### src/rtl/core/rrtf_pkg.sv
// rrtf_pkg: shared types, constants and status codes for the range rule table filter
// no dependencies
`timescale 1ns / 1ps
package rrtf_pkg;
	localparam int RULE_DEPTH = 128;
	localparam int LOG_LIMIT = 128;
	localparam int SLOT_W = (RULE_DEPTH > 1) ? $clog2(RULE_DEPTH) : 1;
	localparam int CNT_W = $clog2(RULE_DEPTH + 1);
	localparam int HIT_W = 8;
	localparam int RULE_W = 96;
	localparam int ENT_W = RULE_W + HIT_W;
	localparam int QDEPTH = 2;

	localparam logic [1:0] REQ_ADD = 2'd0;
	localparam logic [1:0] REQ_DEL = 2'd1;
	localparam logic [1:0] REQ_CHK = 2'd2;
	localparam logic [1:0] REQ_UNK = 2'd3;

	localparam logic [2:0] ST_ADDED = 3'd0;
	localparam logic [2:0] ST_FULL = 3'd1;
	localparam logic [2:0] ST_INVALID = 3'd2;
	localparam logic [2:0] ST_DELETED = 3'd3;
	localparam logic [2:0] ST_NOT_FOUND = 3'd4;
	localparam logic [2:0] ST_ACCEPTED = 3'd5;
	localparam logic [2:0] ST_REJECTED = 3'd6;

	// classified request passed from front to back
	typedef struct packed {
		logic [1:0] kind;
		logic [31:0] lo_a;
		logic [31:0] hi_a;
		logic [15:0] lo_p;
		logic [15:0] hi_p;
		logic [31:0] pa;
		logic [15:0] pp;
	} req_t;
endpackage

### src/rtl/core/rrtf_front.sv
// rrtf_front: input transaction acceptance and request queue
// depends on rrtf_pkg
`timescale 1ns / 1ps
module rrtf_front import rrtf_pkg::*; (
	input logic clk,
	input logic arst_n,
	input logic in_valid,
	output logic in_ready,
	input req_t in_req,
	output logic q_valid,
	input logic q_ready,
	output req_t q_req
);
	req_t buf_q [QDEPTH];
	logic wp_q, rp_q;
	logic [1:0] cnt_q;
	logic push, pop;

	assign in_ready = (cnt_q != 2'd2);
	assign push = in_valid && in_ready;
	assign q_valid = (cnt_q != 2'd0);
	assign pop = q_valid && q_ready;
	assign q_req = buf_q[rp_q];

	// payload storage
	always_ff @(posedge clk) begin
		if (push) buf_q[wp_q] <= in_req;
	end

	// pointers and fill count
	always_ff @(posedge clk or negedge arst_n) begin
		if (!arst_n) begin
			wp_q <= 1'b0;
			rp_q <= 1'b0;
			cnt_q <= 2'd0;
		end else begin
			if (push) wp_q <= ~wp_q;
			if (pop) rp_q <= ~rp_q;
			cnt_q <= cnt_q + {1'b0, push} - {1'b0, pop};
		end
	end
endmodule

### config.mk
export PLATFORM = sky130hd
export DESIGN_NAME = rrtf_front
export DESIGN_NICKNAME = d
export VERILOG_FILES = /design/src/rtl/core/rrtf_pkg.sv /design/src/rtl/core/rrtf_front.sv
export SDC_FILE = /design/constraint.sdc
export NUM_CORES = 1
export LEC_CHECK = 0
export BUFFER_PORTS_ARGS = -buffer_cell sky130_fd_sc_hd__buf_4
export CORE_MARGIN = 2
export CORE_UTILIZATION = 50
export CTS_CLUSTER_DIAMETER = 40
export DETAILED_ROUTE_END_ITERATION = 6
export PLACE_DENSITY = 0.77
export SETUP_SLACK_MARGIN = 0.4
export SLEW_MARGIN = 20
export SYNTH_ARGS = -nofsm -noshare
export SYNTH_HDL_FRONTEND = slang
export SYNTH_SLANG_ARGS = --single-unit
### constraint.sdc
create_clock -name clk -period 17.4 [get_ports clk]
set_input_delay 2.61 -clock clk [delete_from_list [all_inputs] [get_ports clk]]
set_output_delay 2.61 -clock clk [all_outputs]
set_load 0.03 [all_outputs]
; ---- Word-level counts from Yosys, hierarchy flattened
; Memory sizes are Yosys's and may differ from the RTL's.
; Index checks and enable logic that the tools add are counted.
[totals]
inputBits = 150
reg_bits = 4
out_inout_bits = 148
ramBits = 292
mem_count = 1
elab_cells = 14
[memory_table]
columns = name, depth, word_bits, rd, rd_ports_with_merged_regs, write_ports, line
row1 = buf_q, 2, 146, 1, 0, 1, rrtf_front.sv:14  ; req_t buf_q [QDEPTH];
[classes]
muxes = 2
addsub = 2
eq_ne = 1
n_reduce_logical = 3
bitwise = 2
[ops]
columns = operator, n
row1 = $add A2 B1 Y2, 1
row2 = $logic_and A1 B1 Y1, 2
row3 = $mux W1, 2
row4 = $ne A2 B2 Y1 const B, 1
row5 = $not A1 Y1, 2
row6 = $reduce_bool A2 Y1, 1
row7 = $sub A2 B1 Y2, 1

; ---- Depth between registers and ports, before layout
[logic_depth]
depth_word = 4
mapped_depth = 7
mapped_depth_nobuf = 7

; ---- Worst setup path after synthesis
; OpenSTA, ideal clock, no wires.
[synth_path]
path_kind = input to register
start = in in_valid
end = mem buf_q[0][0] (netlist bit) (enable)
t_required_ns = 16.746
path_slack_ns = 7.971
path_buffers = 0
cell_stages = 2
t_arrival_ns = 8.775
setup_ns = 0.654
cell_sequence = nand2_1 -> nor2_1
[synth_via]
elab_chain_cells = 3
[synth_rtl]
columns = item, line
row1 = "start, declared", rrtf_front.sv:7  ; input logic in_valid,
row2 = $logic_and A1 B1 Y1, rrtf_front.sv:20  ; assign push = in_valid && in_ready;
row3 = $mux W1, rrtf_front.sv:27  ; if (push) buf_q[wp_q] <= in_req;
row4 = $mux W1 (implied by the code), rrtf_front.sv:27
row5 = "end, declared", rrtf_front.sv:14
; Every way passes these cells.

==> metrics.cfg <==
[synthesis]
yosys_warnings = 0
ys_ff_latch = 296
synth_area_leaders = edfxtp_1 81%, mux2_2 15%, buf_6 1.6%
syn_area_sq_mm = 0.0108
syn_inst = 471
netlist.area_leader.share_pct = 81.3
avgSynthCellArea_sq_um = 22.9
yosysTopAreaCell = edfxtp_1
syn_nets = 623
netlist_top_cells_count = 292 x edfxtp_1, 146 x mux2_2, 15 x buf_6
synth_ff_type = edfxtp_1
ys_seq_area_share_pct = 82.2
yosysMostFrequentCell = edfxtp_1
ys_types = 15
synth_edf_count = 292
async_reset_ff_share_pct = 1.35

[global_route]
grt_pass1_wl_um = 31300
grt_max_degree = 81
grt_pass1_vias = 5955
track_usage_pct = 18.1
overflow = 0
antenna_found_initial = 0

[sta]
rsz0062_at_grt = no
hold_viol = 0
clock-skew-final_ns = 0.0136
setup_viol = 0
slew_violations = 0
clock.fmax_ghz = 0.174
worst_pin_slew_ns = 1.11
period_share_pct = 33.1
layout_min_cycle_time_ns = 5.76
setup_tns_ns = 0
whs_ns = 0.531
slew_headroom_pct = 25.7

[die]
initial_core_util_pct = 51.1
die_area_sq_mm = 0.0228
die_y_um = 151
coreArea_sq_mm = 0.0211
die-width_um = 151
rows = 53
ioPinCount = 298

[critical_path]
end_kind = primary output
crit_arrival_ns = 3.15
worstPathMaxFanout = 80
critical_path_class = flip-flop to primary output
cp.required_ns = 14.79
cp-start-kind = flip-flop

[cts]
clk_pin_slew_ns = 0.05
numCtsBuffers = 36
cts.sinks = 296
cts_hold_buffers = 0
cts_tree = built
clockRootBuffer = clkbuf_16
cts_buffer_depth = 3
htree_levels = 2
clock_latency_ns = 0.49
cts_resized = 0
cts_setup_buffers = 0

[routing]
vias = 5561
firstDrtPassIters = 5
drt-initial-drc-count = 295
wl_per_cell_um = 19.8
drcViolationCount = 0
drtAntennaViolNets = 0
vias_per_cell = 5.09
routed_wirelength_um = 21600

[place]
port_buffers = 297
gp_congestion = 0.761
hpwl_um = 14300
dp.cells = 1031

[layout]
fin_util_pct = 68.3
instances_no_fill = 1092
area_growth_syn_to_layout_pct = 33.6
n_antenna_cell = 0
layout-drive-gt1-share_pct = 61.3
nFillCells = 1352
nets = 946

[worst_hold_path]
min_path_type = flip-flop to flip-flop

[power]
powerDensity_mw_per_mm2 = 190
power_mw = 2.74
power.leakage_nw = 5.40
ir_drop_mv = 0.122

[outcome]
outcome = finished clean

[run]
max_cap_viol_count = 0

-- power breakdown --
part / internal [mW] / switching, mW / total (mW)
Combinational: 0.384 / 0.584 / 0.968
Sequential: 0.978 / 0.0657 / 1.04
Clock: 0.462 / 0.266 / 0.729
-- cell usage in the layout, fill, tap and decap left out --
master / netlist / final
and2_2: 1 / 1
and3_4: 0 / 1
buf_4: 0 / 301
bufinv_16: 0 / 5
clkbuf_1: 0 / 4
clkbuf_16: 0 / 37
clkinv_1: 0 / 8
clkinv_2: 0 / 1
clkinv_4: 0 / 2
clkinvlp_4: 0 / 1
dfrtp_1: 4 / 3
dfrtp_4: 0 / 1
edfxtp_1: 292 / 292
ha_1: 2 / 2
inv_1: 1 / 1
inv_6: 0 / 2
inv_8: 0 / 1
mux2_2: 146 / 146
nand2_1: 1 / 1
nor2_4: 0 / 1
or2_2: 1 / 1
or2b_1: 1 / 1
xnor2_1: 3 / 3
xor2_1: 1 / 1
-- state kept, by name (all words and copies together), names as in the netlist --
signal,flops
buf_q,292
rp_q,1
wp_q,1
cnt_q,2
-- cell families after synthesis --
logic type	Yosys count	synth area share (%)
adders and majority gates	2	0.232
muxes	146	15.2
xor gates and xnor gates	4	0.325
and+or+nand+nor	6	0.325
DFF	296	82.2
buffers and inverters	17	1.65
-- final timing paths --
| check | start | to | slack (ns) | cells after the start |
|---|---|---|---|---|
| worst max-delay path | rp_q | q_req[144] | 11.64 | 3 |
| worst min-delay path | cnt_q[0] | cnt_q[0] | 0.53 | 1 |
| worst max register to register | cnt_q[1] | buf_q[1][132] | 14.54 | 3 |
| worst min register to register | cnt_q[0] | cnt_q[0] | 0.53 | 1 |
| max in group asynchronous | arst_n | rp_q | 15.37 | 1 |
| min in group asynchronous | arst_n | rp_q | 1.92 | 1 |
-- worst max-delay path, cell delays in order (launching register included) --
cell,delay [ns]
dfrtp_4,1.02
buf_4,0.94
mux2_2,0.45
buf_4,0.18
-- metal layers --
| layer | wire [um] | global-route usage (%) | vias to the layer above |
|---|---|---|---|
| li1 | - | - | 2536 |
| met1 | 8100 | 21.3 | 2748 |
| met2 | 11000 | 31.1 | 241 |
| met3 | 1890 | 6.42 | 36 |
| met4 | 567 | 6.17 | 0 |
| met5 | 0 | 0 | - |
-- stage by stage --
step	worst slack, ns	instance area [sq um]
CTS	11.60	14400
global placement	12.18	13200
global route	11.44	14400
floorplan	7.97	10800
finish	11.64	14400
detailed placement	12.13	13200
-- layout make-up --
type	count	area (sq um)	area share (%)
clock buffer	41	941	6.53
tap	275	344	2.39
clock inverter	20	239	1.66
timing repair buffer	301	2260	15.7
multi-input combinational	158	1750	12.2
sequential	296	8870	61.6
inverter	1	3.75	0.0260
(Power assumes the default switching activity.)
